==> src/bmp24_to_rgb565_stream_assert.svh <==
// Assertion macros for the decoder top level.
// They expect clk and rst to be in scope at the point of use.
`ifndef BMP24_TO_RGB565_STREAM_ASSERT_SVH
`define BMP24_TO_RGB565_STREAM_ASSERT_SVH

// Consequent checked at the same edge as the antecedent.
`define B2R_ASSERT_NOW(label, ante, cons, msg) \
  label: assert property (@(posedge clk) disable iff (rst) (ante) |-> (cons)) \
    else $error(msg);

// Consequent checked in the cycle after the antecedent.
`define B2R_ASSERT_NEXT(label, ante, cons, msg) \
  label: assert property (@(posedge clk) disable iff (rst) (ante) |=> (cons)) \
    else $error(msg);

`endif

==> src/b2r_pkg.sv <==
package b2r_pkg;

  // result kinds
  localparam logic [1:0] KIND_PIXEL = 2'd0;
  localparam logic [1:0] KIND_ERROR = 2'd1;
  localparam logic [1:0] KIND_EMPTY = 2'd2;

  // configuration register indexes
  localparam logic [1:0] REG_ORIGIN_X      = 2'd0;
  localparam logic [1:0] REG_ORIGIN_Y      = 2'd1;
  localparam logic [1:0] REG_SCREEN_WIDTH  = 2'd2;
  localparam logic [1:0] REG_SCREEN_HEIGHT = 2'd3;

  localparam logic [11:0] SCREEN_WIDTH_RESET  = 12'd240;
  localparam logic [11:0] SCREEN_HEIGHT_RESET = 12'd320;

  // header byte positions at which a field is complete
  localparam logic [5:0] HDR_SIGNATURE   = 6'd1;
  localparam logic [5:0] HDR_OFFSET      = 6'd13;
  localparam logic [5:0] HDR_WIDTH       = 6'd21;
  localparam logic [5:0] HDR_HEIGHT      = 6'd25;
  localparam logic [5:0] HDR_PLANES      = 6'd27;
  localparam logic [5:0] HDR_DEPTH       = 6'd29;
  localparam logic [5:0] HDR_COMPRESSION = 6'd33;

  localparam logic [15:0] BMP_SIGNATURE = 16'h4D42;
  localparam logic [15:0] BMP_PLANES    = 16'd1;
  localparam logic [15:0] BMP_DEPTH     = 16'd24;
  localparam logic [31:0] HEADER_LEN    = 32'd34;

  typedef struct packed {
    logic signed [15:0] origin_x;
    logic signed [15:0] origin_y;
    logic [11:0]        screen_width;
    logic [11:0]        screen_height;
  } cfg_t;

  typedef struct packed {
    logic               valid;
    logic [1:0]         kind;
    logic signed [17:0] pixel_x;
    logic signed [17:0] pixel_y;
    logic [15:0]        color;
    logic               visible;
    logic               last;
  } result_t;

endpackage

==> src/b2r_parser.sv <==
module b2r_parser (
  input  logic            clk,
  input  logic            rst,
  input  logic            accept,
  input  logic [7:0]      file_byte,
  input  logic            restart,
  input  b2r_pkg::cfg_t   cfg,
  output b2r_pkg::result_t res
);

  typedef enum logic [2:0] {
    MODE_HEADER,
    MODE_SKIP,
    MODE_PIXEL,
    MODE_PAD,
    MODE_DONE
  } mode_t;

  mode_t       mode, mode_next;
  logic [5:0]  header_index, header_index_next;
  logic [31:0] field_shift, field_shift_next;
  logic [31:0] byte_position, byte_position_next;
  logic [31:0] data_offset, data_offset_next;
  logic [15:0] image_width, image_width_next;
  logic [15:0] image_height, image_height_next;
  logic [15:0] row_count, row_count_next;
  logic [15:0] column_count, column_count_next;
  logic [1:0]  component_phase, component_phase_next;
  logic [7:0]  held_blue, held_blue_next;
  logic [7:0]  held_green, held_green_next;
  logic [1:0]  pad_remaining, pad_remaining_next;

  // state as seen by this byte: a restart byte starts from a clean parser
  mode_t       cur_mode;
  logic [5:0]  cur_index;
  logic [31:0] cur_shift, cur_position, cur_offset;
  logic [15:0] cur_width, cur_height, cur_row, cur_column;
  logic [1:0]  cur_phase, cur_pad;
  logic [7:0]  cur_blue, cur_green;

  logic [31:0] shift_in;
  logic [15:0] column_inc, row_inc;
  logic [17:0] px, py;
  logic        vis;

  always_comb begin
    cur_mode     = restart ? MODE_HEADER : mode;
    cur_index    = restart ? '0 : header_index;
    cur_shift    = restart ? '0 : field_shift;
    cur_position = restart ? '0 : byte_position;
    cur_offset   = restart ? '0 : data_offset;
    cur_width    = restart ? '0 : image_width;
    cur_height   = restart ? '0 : image_height;
    cur_row      = restart ? '0 : row_count;
    cur_column   = restart ? '0 : column_count;
    cur_phase    = restart ? '0 : component_phase;
    cur_pad      = restart ? '0 : pad_remaining;
    cur_blue     = restart ? '0 : held_blue;
    cur_green    = restart ? '0 : held_green;
  end

  assign shift_in   = {file_byte, cur_shift[31:8]};
  assign column_inc = cur_column + 16'd1;
  assign row_inc    = cur_row + 16'd1;
  assign px = {{2{cfg.origin_x[15]}}, cfg.origin_x} + {2'b00, cur_column};
  assign py = {{2{cfg.origin_y[15]}}, cfg.origin_y} + {2'b00, cur_height}
              - 18'd1 - {2'b00, cur_row};
  assign vis = !px[17] && (px[16:0] < {5'd0, cfg.screen_width})
            && !py[17] && (py[16:0] < {5'd0, cfg.screen_height});

  always_comb begin
    mode_next            = cur_mode;
    header_index_next    = cur_index;
    field_shift_next     = cur_shift;
    byte_position_next   = cur_position;
    data_offset_next     = cur_offset;
    image_width_next     = cur_width;
    image_height_next    = cur_height;
    row_count_next       = cur_row;
    column_count_next    = cur_column;
    component_phase_next = cur_phase;
    held_blue_next       = cur_blue;
    held_green_next      = cur_green;
    pad_remaining_next   = cur_pad;
    res                  = '0;

    case (cur_mode)
      MODE_HEADER: begin
        field_shift_next   = shift_in;
        byte_position_next = {26'd0, cur_index} + 32'd1;
        header_index_next  = cur_index + 6'd1;
        case (cur_index)
          b2r_pkg::HDR_SIGNATURE: begin
            if (shift_in[31:16] != b2r_pkg::BMP_SIGNATURE) begin
              res.valid = 1'b1;
              res.kind  = b2r_pkg::KIND_ERROR;
            end
          end
          b2r_pkg::HDR_OFFSET: data_offset_next  = shift_in;
          b2r_pkg::HDR_WIDTH:  image_width_next  = shift_in[15:0];
          b2r_pkg::HDR_HEIGHT: image_height_next = shift_in[15:0];
          b2r_pkg::HDR_PLANES: begin
            if (shift_in[31:16] != b2r_pkg::BMP_PLANES) begin
              res.valid = 1'b1;
              res.kind  = b2r_pkg::KIND_ERROR;
            end
          end
          b2r_pkg::HDR_DEPTH: begin
            if (shift_in[31:16] != b2r_pkg::BMP_DEPTH) begin
              res.valid = 1'b1;
              res.kind  = b2r_pkg::KIND_ERROR;
            end
          end
          b2r_pkg::HDR_COMPRESSION: begin
            if (shift_in != '0) begin
              res.valid = 1'b1;
              res.kind  = b2r_pkg::KIND_ERROR;
            end else if (cur_width == '0 || cur_height == '0) begin
              res.valid = 1'b1;
              res.kind  = b2r_pkg::KIND_EMPTY;
            end else if (cur_offset <= b2r_pkg::HEADER_LEN) begin
              mode_next = MODE_PIXEL;
            end else begin
              mode_next = MODE_SKIP;
            end
          end
          default: ;
        endcase
        if (res.valid) begin
          res.last  = 1'b1;
          mode_next = MODE_DONE;
        end
      end
      MODE_SKIP: begin
        byte_position_next = cur_position + 32'd1;
        if (byte_position_next >= cur_offset) mode_next = MODE_PIXEL;
      end
      MODE_PIXEL: begin
        case (cur_phase)
          2'd0: begin
            held_blue_next       = file_byte;
            component_phase_next = 2'd1;
          end
          2'd1: begin
            held_green_next      = file_byte;
            component_phase_next = 2'd2;
          end
          default: begin
            component_phase_next = 2'd0;
            res.valid   = 1'b1;
            res.kind    = b2r_pkg::KIND_PIXEL;
            res.pixel_x = px;
            res.pixel_y = py;
            res.color   = {file_byte[7:3], cur_green[7:2], cur_blue[7:3]};
            res.visible = vis;
            if (column_inc >= cur_width) begin
              column_count_next = '0;
              row_count_next    = row_inc;
              if (row_inc >= cur_height) begin
                res.last  = 1'b1;
                mode_next = MODE_DONE;
              end else if (cur_width[1:0] != 2'd0) begin
                // row padding equals width mod 4 for three-byte pixels
                pad_remaining_next = cur_width[1:0];
                mode_next          = MODE_PAD;
              end
            end else begin
              column_count_next = column_inc;
            end
          end
        endcase
      end
      MODE_PAD: begin
        pad_remaining_next = cur_pad - 2'd1;
        if (pad_remaining_next == 2'd0) mode_next = MODE_PIXEL;
      end
      default: ;
    endcase
  end

  always_ff @(posedge clk) begin
    if (rst) begin
      mode            <= MODE_HEADER;
      header_index    <= '0;
      field_shift     <= '0;
      byte_position   <= '0;
      data_offset     <= '0;
      image_width     <= '0;
      image_height    <= '0;
      row_count       <= '0;
      column_count    <= '0;
      component_phase <= '0;
      held_blue       <= '0;
      held_green      <= '0;
      pad_remaining   <= '0;
    end else if (accept) begin
      mode            <= mode_next;
      header_index    <= header_index_next;
      field_shift     <= field_shift_next;
      byte_position   <= byte_position_next;
      data_offset     <= data_offset_next;
      image_width     <= image_width_next;
      image_height    <= image_height_next;
      row_count       <= row_count_next;
      column_count    <= column_count_next;
      component_phase <= component_phase_next;
      held_blue       <= held_blue_next;
      held_green      <= held_green_next;
      pad_remaining   <= pad_remaining_next;
    end
  end

endmodule

==> src/bmp24_to_rgb565_stream.sv <==
// Output: the result of an accepted file byte is registered and appears on the master side in the next cycle.
// Throughput: one byte per cycle; the output register lets a new byte in
// while the previous result waits, as long as the master side takes it.
// Reset: synchronous rst clears the parser to header mode and sets origin to 0
// and screen size to 240 x 320; no clearing pass follows.
`include "bmp24_to_rgb565_stream_assert.svh"

module bmp24_to_rgb565_stream (
  input  logic        clk,
  input  logic        rst,
  input  logic        s_axis_tvalid,
  output logic        s_axis_tready,
  input  logic [7:0]  s_axis_tdata,   // [7:0] file_byte
  input  logic        s_axis_tuser,   // [0] restart
  output logic        m_axis_tvalid,
  input  logic        m_axis_tready,
  output logic [55:0] m_axis_tdata,   // [17:0] pixel_x, [35:18] pixel_y,
                                      // [51:36] color, [52] visible, zero above
  output logic [1:0]  m_axis_tuser,   // [1:0] kind
  output logic        m_axis_tlast,
  input  logic        cfg_we,
  input  logic [1:0]  cfg_index,
  input  logic [15:0] cfg_data
);

  b2r_pkg::cfg_t    cfg;
  b2r_pkg::result_t res;
  b2r_pkg::result_t out_res;
  logic             out_valid;
  logic             s_accept;

  assign s_axis_tready = !out_valid || m_axis_tready;
  assign s_accept      = s_axis_tvalid && s_axis_tready;

  always_ff @(posedge clk) begin
    if (rst) begin
      cfg.origin_x      <= '0;
      cfg.origin_y      <= '0;
      cfg.screen_width  <= b2r_pkg::SCREEN_WIDTH_RESET;
      cfg.screen_height <= b2r_pkg::SCREEN_HEIGHT_RESET;
    end else if (cfg_we) begin
      case (cfg_index)
        b2r_pkg::REG_ORIGIN_X:      cfg.origin_x      <= cfg_data;
        b2r_pkg::REG_ORIGIN_Y:      cfg.origin_y      <= cfg_data;
        b2r_pkg::REG_SCREEN_WIDTH:  cfg.screen_width  <= cfg_data[11:0];
        b2r_pkg::REG_SCREEN_HEIGHT: cfg.screen_height <= cfg_data[11:0];
        default: ;
      endcase
    end
  end

  b2r_parser u_parser (
    .clk       (clk),
    .rst       (rst),
    .accept    (s_accept),
    .file_byte (s_axis_tdata),
    .restart   (s_axis_tuser),
    .cfg       (cfg),
    .res       (res)
  );

  // output register: load a new result, otherwise drop the held one once taken
  always_ff @(posedge clk) begin
    if (rst) begin
      out_valid <= 1'b0;
    end else if (s_accept && res.valid) begin
      out_valid <= 1'b1;
    end else if (m_axis_tready) begin
      out_valid <= 1'b0;
    end
  end

  always_ff @(posedge clk) begin
    if (s_accept && res.valid) begin
      out_res <= res;
    end
  end

  assign m_axis_tvalid = out_valid;
  assign m_axis_tuser  = out_res.kind;
  assign m_axis_tlast  = out_res.last;
  assign m_axis_tdata  = {3'b000, out_res.visible, out_res.color,
                          out_res.pixel_y, out_res.pixel_x};

  `B2R_ASSERT_NOW(a_status_clean,
    out_valid && out_res.kind != b2r_pkg::KIND_PIXEL,
    out_res.last && m_axis_tdata == '0,
    "status transaction carries pixel data or lacks last")

  `B2R_ASSERT_NOW(a_visible_on_screen,
    out_valid && out_res.visible,
    !out_res.pixel_x[17] && !out_res.pixel_y[17],
    "visible pixel at negative coordinate")

  `B2R_ASSERT_NOW(a_ready_when_empty,
    !out_valid,
    s_axis_tready,
    "input stalled while output register is empty")

  `B2R_ASSERT_NEXT(a_result_lands,
    s_accept && res.valid,
    m_axis_tvalid,
    "result of an accepted byte lost")

endmodule

==> config.mk <==
export PLATFORM = sky130hd
export DESIGN_NAME = bmp24_to_rgb565_stream
export DESIGN_NICKNAME = d
export VERILOG_FILES = /design/src/b2r_pkg.sv /design/src/b2r_parser.sv /design/src/bmp24_to_rgb565_stream.sv
export VERILOG_INCLUDE_DIRS = /design/src /design/src/src
export SDC_FILE = /design/constraint.sdc
export NUM_CORES = 1
export LEC_CHECK = 0
export BUFFER_PORTS_ARGS = -buffer_cell sky130_fd_sc_hd__buf_2
export CAP_MARGIN = 20
export CORE_MARGIN = 2
export CORE_UTILIZATION = 60
export DETAILED_ROUTE_END_ITERATION = 6
export GPL_TIMING_DRIVEN = 0
export PLACE_DENSITY = 0.78
export SYNTH_ARGS = -nofsm -noshare
export SYNTH_HDL_FRONTEND = slang
export SYNTH_SLANG_ARGS = --single-unit
==> constraint.sdc <==
create_clock -name clk -period 6.17 [get_ports clk]
set_clock_uncertainty 0.1 [all_clocks]
set_input_delay 0.3085 -clock clk [delete_from_list [all_inputs] [get_ports clk]]
set_output_delay 0.3085 -clock clk [all_outputs]
set_load 0.01 [all_outputs]
==> Word level (Yosys, flattened, before mapping) <==
Cells that the tools add are included.
{ "totals": {"register_bits": 294, "out_inout_bits": 61} }
{ "classes": {"addsub": 10, "order_cmp": 6, "eq_ne": 17, "mux": 66, "n_bitwise": 1, "reduce_logical": 25} }
{ "op_table": {"columns": ["operator", "n"], "rows": [
  ["16-bit two-way mux", 14],
  ["32-bit two-way mux", 6],
  ["32-bit one-hot mux with 2 select lines", 1],
  ["57-bit two-way mux", 1],
  ["3-bit two-way mux", 17],
  ["8-bit two-way mux", 6],
  ["16-bit by 17-bit adder with 18-bit output", 2],
  ["17-bit by 12-bit less-than comparator with 1-bit output", 2],
  ["16-bit by 1-bit adder with 16-bit output (second input constant)", 2],
  ["32-bit by 1-bit adder with 32-bit output (second input constant)", 1],
  ["16-bit greater-or-equal comparator", 2],
  ["32-bit greater-or-equal comparator", 1],
  ["32-bit by 6-bit less-or-equal comparator with 1-bit output (second input constant)", 1],
  ["16-bit logical NOT", 2],
  ["32-bit nonzero test", 1],
  ["6-bit by 5-bit == test with 1-bit output (second input constant)", 4],
  ["3-bit one-hot mux with 4 select lines", 2],
  ["18-bit by 1-bit subtractor with 18-bit output (second input constant)", 1],
  ["18-bit by 16-bit subtractor with 18-bit output", 1],
  ["2-bit two-way mux", 8],
  ["16-bit by 1-bit != test with 1-bit output (second input constant)", 1],
  ["16-bit by 15-bit != test with 1-bit output (second input constant)", 1],
  ["16-bit by 5-bit != test with 1-bit output (second input constant)", 1],
  ["6-bit two-way mux", 2],
  ["other kinds (24)", 45]
]} }

==> Logic depth before layout (Yosys ltp) <==
{ "depth": {"depth_word": 11, "ltp_mapped": 26, "mapped_depth_nobuf": 22} }

==> Cells and area by module <==
A second synthesis with hierarchy kept.
{ "unflattened": {"hier_cells": 2076, "hier_area_um2": 17576.9} }
{ "by_module_without_submodules": {"columns": ["mod", "instances", "cells_per_inst", "area_each_um2"], "rows": [
  ["b2r_parser", 1, 1799, 13536.7],
  ["bmp24_to_rgb565_stream", 1, 277, 4040.1]
]} }

==> Worst setup path after synthesis <==
Ideal clock, no wire load.
{ "synth_path": {"path_type": "input to register", "start": "in s_axis_tuser", "end": "reg out_res (netlist bit m_axis_tdata[0]) (enable)", "setup_time_ns": 0.470, "t_arrival_ns": 4.863, "setup_slack_ns": 0.736, "cell_stages": 13, "path_cell_list": "inv_1 clkbuf_1 clkbuf_1 clkbuf_1 clkbuf_1 nand2_1 inv_1 ha_1 o21ai_0 o22ai_1 o41ai_1 and2_1 nor2_1"} }
{ "synth_between": {"elab_chain_cells": 9} }
{ "synth_lines": {"columns": ["element", "line", "rtl"], "rows": [
  ["start: declaration", "bmp24_to_rgb565_stream.sv:14", "input logic s_axis_tuser,"],
  ["16-bit two-way mux (on tied branches)", "b2r_parser.sv:52, b2r_parser.sv:53", null],
  ["16-bit logical NOT", "b2r_parser.sv:118", "end else if (cur_width == '0 || cur_height == '0) begin"],
  ["1-bit logical OR", "b2r_parser.sv:118", null],
  ["3-bit two-way mux", "b2r_parser.sv:118", null],
  ["3-bit two-way mux", "b2r_parser.sv:115", "if (shift_in != '0) begin"],
  ["3-bit one-hot mux with 4 select lines", "b2r_parser.sv:92", "case (cur_index)"],
  ["3-bit two-way mux", "b2r_parser.sv:87", "case (cur_mode)"],
  ["3-bit one-hot mux with 2 select lines (*)", "b2r_parser.sv:87", null],
  ["1-bit logical AND (*)", "bmp24_to_rgb565_stream.sv:74", "if (s_accept && res.valid) begin"],
  ["end signal: assignment", "bmp24_to_rgb565_stream.sv:75", "out_res <= res;"],
  ["end: declaration", "bmp24_to_rgb565_stream.sv:28", "b2r_pkg::result_t out_res;"]
]} }
Every way passes the cells marked *; elsewhere a longest branch is shown, timed or not. The select of a mux whose other input is x is not followed.
A chain may end at the register's enable or synchronous reset.

==> Worst setup path in the final report <==
{ "layout_path": {"start": "in s_axis_tuser", "end": "reg out_res (netlist bit m_axis_tdata[52]), data pin"} }
{ "layout_rtl": {"columns": ["element", "line", "rtl"], "rows": [
  ["16-bit two-way mux", "b2r_parser.sv:53", "cur_height = restart ? '0 : image_height;"],
  ["16-bit by 17-bit adder with 18-bit output", "b2r_parser.sv:66", "assign py = {{2{cfg.origin_y[15]}}, cfg.origin_y} + {2'b00, cur_height}"],
  ["18-bit by 1-bit subtractor with 18-bit output", "b2r_parser.sv:67", "- 18'd1 - {2'b00, cur_row};"],
  ["18-bit by 16-bit subtractor with 18-bit output (*)", "b2r_parser.sv:67", null],
  ["via u_parser.py[10]", "b2r_parser.sv:43", "logic [17:0] px, py;"],
  ["17-bit by 12-bit less-than comparator with 1-bit output (*)", "b2r_parser.sv:69", "&& !py[17] && (py[16:0] < {5'd0, cfg.screen_height});"],
  ["1-bit logical AND (*)", "b2r_parser.sv:69", null]
]} }
Mark *: on every way through the listed nets, which the timed path passes. The rest lies on a longest branch.

==> flow_summary_export.csv <==
group,metric,value,unit
grt,gr-total-overflow,0,
timing,max-slew-margin-rel,25.54,%
worst_hold_path,hold_path_class,"in2reg",
clock_tree,clk_path_buf_depth,3,
floorplan,chipHeight,173.8,um
power_and_ir_drop,ir_drop,0.2105,mV
detailed_routing,antenna_left,0,
finish,design_area,19450,um2
floorplan,fp.dieW,173.8,um
grt,grt.met3_usage,5.614,%
power_and_ir_drop,leakage,0.007921,uW
logic_synthesis,yosysWarningCount,0,
detailed_routing,dr.pass1.iters,6,
run,maxCapViolCount,0,
timing,finalSetupViolCount,0,
critical_path,critPathRequiredTime,6450,ps
critical_path,startpoint_type,"input port",
grt,antenna_found_initial,0,
timing,max_slew.worst_pin.slew,1102,ps
logic_synthesis,syn_avg_cell_area,8.192,um2
finish,nets,2419,
power_and_ir_drop,clkPwrFrac,44.8,%
finish,postLayoutCoreUtil,68.12,%
grt,grt_busiest_layer,"met2",
logic_synthesis,synthesis.area,17300,um2
critical_path,r2r_start,"u_parser.row_count[1]",
grt,grt_usage,36.16,%
clock_tree,cts_buffers,34,
critical_path,crit_fanout,10,
worst_hold_path,holdCritStartpoint,"cfg_data[10]",
outcome,status,"completed",
detailed_routing,wl_per_cell,20.89,um
clock_tree,cts-root-buf,"clkbuf_16",
logic_synthesis,ys_types,80,
clock_tree,clk_latency,520,ps
critical_path,crit_path_end_kind,"flip-flop",
grt,grt_pass1_wl,86020,um
timing,maxSlewViolCount,0,
critical_path,ff2ff_path_depth,21,
detailed_routing,vias,16820,
clock_tree,htree_num_levels,2,
clock_tree,cts_num_sinks,289,
detailed_routing,drc,0,
power_and_ir_drop,p_sw,1172,uW
clock_tree,clkSlewWorstSetupHoldPaths,60,ps
critical_path,worstPathArrival,6420,ps
timing,timing.fmax,0.1628,GHz
place,port_buffers,87,
critical_path,worst-setup-path-type,"in2reg",
timing,fin_crit,6142,ps
power_and_ir_drop,p_total,4448,uW
critical_path,rrSetupSlack,1250,ps
power_and_ir_drop,intPower,3276,uW
clock_tree,tritoncts,"yes",
floorplan,core-area,28550,um2
timing,rsz0062_at_grt,"no",
finish,final_layout_size_suffix_gt1_share,9.079,%
logic_synthesis,async_reset_ff_share,0,%
finish,num_antenna_cells,0,
power_and_ir_drop,p_sw_share,26.35,%
logic_synthesis,synthCells,2112,
logic_synthesis,synth_edf_count,56,
logic_synthesis,ys_seq_elements,289,
critical_path,cp-startpoint,"s_axis_tuser",
logic_synthesis,ys_seq_area_share,36.68,%
logic_synthesis,synth-main-ff-cell,"dfxtp_1",
timing,hold_viol,0,
power_and_ir_drop,pwr-share-seq,44.5,%
floorplan,initial_core_util,60.61,%
power_and_ir_drop,p_per_area,228.8,nW/um2
floorplan,io_pins,93,
grt,grt_pass1_vias,16030,
finish,syn_to_final_growth,12.40,%
detailed_routing,via_per_inst,6.339,
floorplan,num_rows,62,
place,gp_congestion,1.014,
grt,use_met2,59.15,%
detailed_routing,drt_wl_total,55430,um
worst_hold_path,hold_path_depth,3,
timing,timing.final.crit_share,99.55,%
floorplan,die_area,30210,um2
place,dp_hpwl,41350,um
detailed_routing,drtIter0Drc,2043,
power_and_ir_drop,combPwrFrac,10.7,%
grt,grt_max_degree,38,
place,placed_cell_area,18250,um2
grt,use_met1,43.59,%
-- kinds of logic (layout without fill, tap and decap cells) --
kind of cell	after synthesis	in the layout	share of synthesized area, %
multiplexers	11	11	0.7159
other	1	3	0.02167
buffers and inverters	198	353	4.534
XOR/XNOR	84	84	4.252
AO/OA/AOI/OAI	491	491	17.95
AND/OR/NAND/NOR	894	894	24.92
adder cells (fa/ha/maj)	144	144	10.93
flip-flops	289	289	36.68
-- routing by layer --
layer	wire length, um	part of all wire [%]
met3	4512	8.1
met1	21290	38
met4	4417	8.0
met2	25220	45
met5	0	0
-- state kept, by name, summed over array words and instances (netlist names) --
signal / cells
u_parser.image_height: 16
u_parser.column_count: 16
u_parser.component_phase: 2
u_parser.held_green: 6
u_parser.field_shift: 24
m_axis_tuser: 2
m_axis_tlast: 1
u_parser.pad_remaining: 2
u_parser.data_offset: 32
u_parser.held_blue: 5
u_parser.row_count: 16
u_parser.header_index: 6
m_axis_tdata: 53
m_axis_tvalid: 1
u_parser.mode: 3
u_parser.byte_position: 32
cfg: 56
u_parser.image_width: 16
-- what timing repair did --
action | in CTS | in global routing
gates resized for setup | 11 | 7
pin swaps | 0 | 1
buffers inserted | 0 | 1
setup endpoints to repair | 11 | 10
hold buffers | 7 | 0
hold endpoints to repair | 11 | 0
-- synthesized netlist by cell type, types with 7 or more instances --
master	count	area [um2]
ha_1	131	1639
o21ai_0	78	390.4
a31oi_1	15	93.84
nor3_1	30	150.1
o211ai_1	7	52.55
fa_1	12	240.2
a21oi_1	165	825.8
buf_2	18	90.09
o21a_1	7	52.55
o21bai_1	11	82.58
nand2b_1	22	137.6
clkbuf_1	90	337.8
nand2_1	294	1104
dfxtp_1	233	4664
nor4_1	25	156.4
buf_1	8	30.03
xnor2_1	44	385.4
nand3_1	48	240.2
a211oi_1	18	135.1
nor2b_1	61	381.6
and2_1	20	125.1
nand3b_1	14	105.1
nor2_1	255	957.2
nand4_1	24	150.1
a211o_1	9	78.83
a22oi_1	110	825.8
edfxtp_1	56	1682
xor2_1	40	350.3
and3_1	44	275.3
a21o_1	24	180.2
or3_1	10	62.56
mux2_2	7	78.83
inv_1	77	289.0
-- cell usage in the layout, fill, tap and decap left out, drive strengths merged, types with 25 or more instances in the layout --
| cell type | n |
|---|---|
| inv | 78 |
| clkbuf | 137 |
| xor2 | 40 |
| dfxtp | 233 |
| and3 | 45 |
| nor2 | 255 |
| nand3 | 49 |
| nor3 | 31 |
| a21oi | 165 |
| ha | 131 |
| o21ai | 82 |
| nand2 | 295 |
| a22oi | 111 |
| xnor2 | 44 |
| nor4 | 31 |
| edfxtp | 56 |
| nor2b | 62 |
| nand4 | 25 |
| buf | 119 |
-- final timing paths --
check / to
setup reg to reg: m_axis_tdata[52]
hold reg to reg: cfg[39]
setup / recovery: m_axis_tdata[52]
hold / removal: cfg[34]
-- critical path, cell delays in order --
cell and delay, ps:
buf_2 260, buf_6 220, buf_2 350, buf_2 380, buf_2 450, clkbuf_4 390, nor2b_1 170, fa_1 400
ha_1 240, a211o_1 310, a21o_1 190, a211o_1 300, a21oi_1 240, o21bai_1 90, a21oi_1 180, xnor2_1 170
ha_1 290, a21oi_1 170, o22ai_1 100, nor3_1 160, nand3_1 110, a21oi_1 150, nand4_1 220, nor4bb_1 320
and4b_1 230
-- power groups by stage --
stage                     clock, uW  combinational (uW)  sequential, uW
after floorplan                   0                 281            2020
after global placement            0                 440            2020
after detailed placement          0                 454            2020
after CTS                      2000                 462            1980
after global routing           2080                 511            1980
final                          1990                 475            1980
-- final cells by class --
type                       count  area [um2]
buffer                       118       496.7
fill                        2392        9101
inverter                      78       296.5
sequential                   289        6346
clock buffer                  49        1001
tap                          384       480.5
clock inverter                12       93.84
multi-input combinational   1627       10200
timing repair buffer          96       533.0
-- per-stage QoR --
step	hold WS [ps]	setup TNS (ps)	std cells	worst slack, ps
after floorplan	326.3	0	2114	736.4
after global placement	342.2	-150930	2585	-2341
after detailed placement	348.1	-22210	2586	-1399
after CTS	4.548	0	2653	120.9
after global routing	7.402	0	2653	31.85
final	16.87	0	2653	27.62
(Power assumes the default switching activity.)
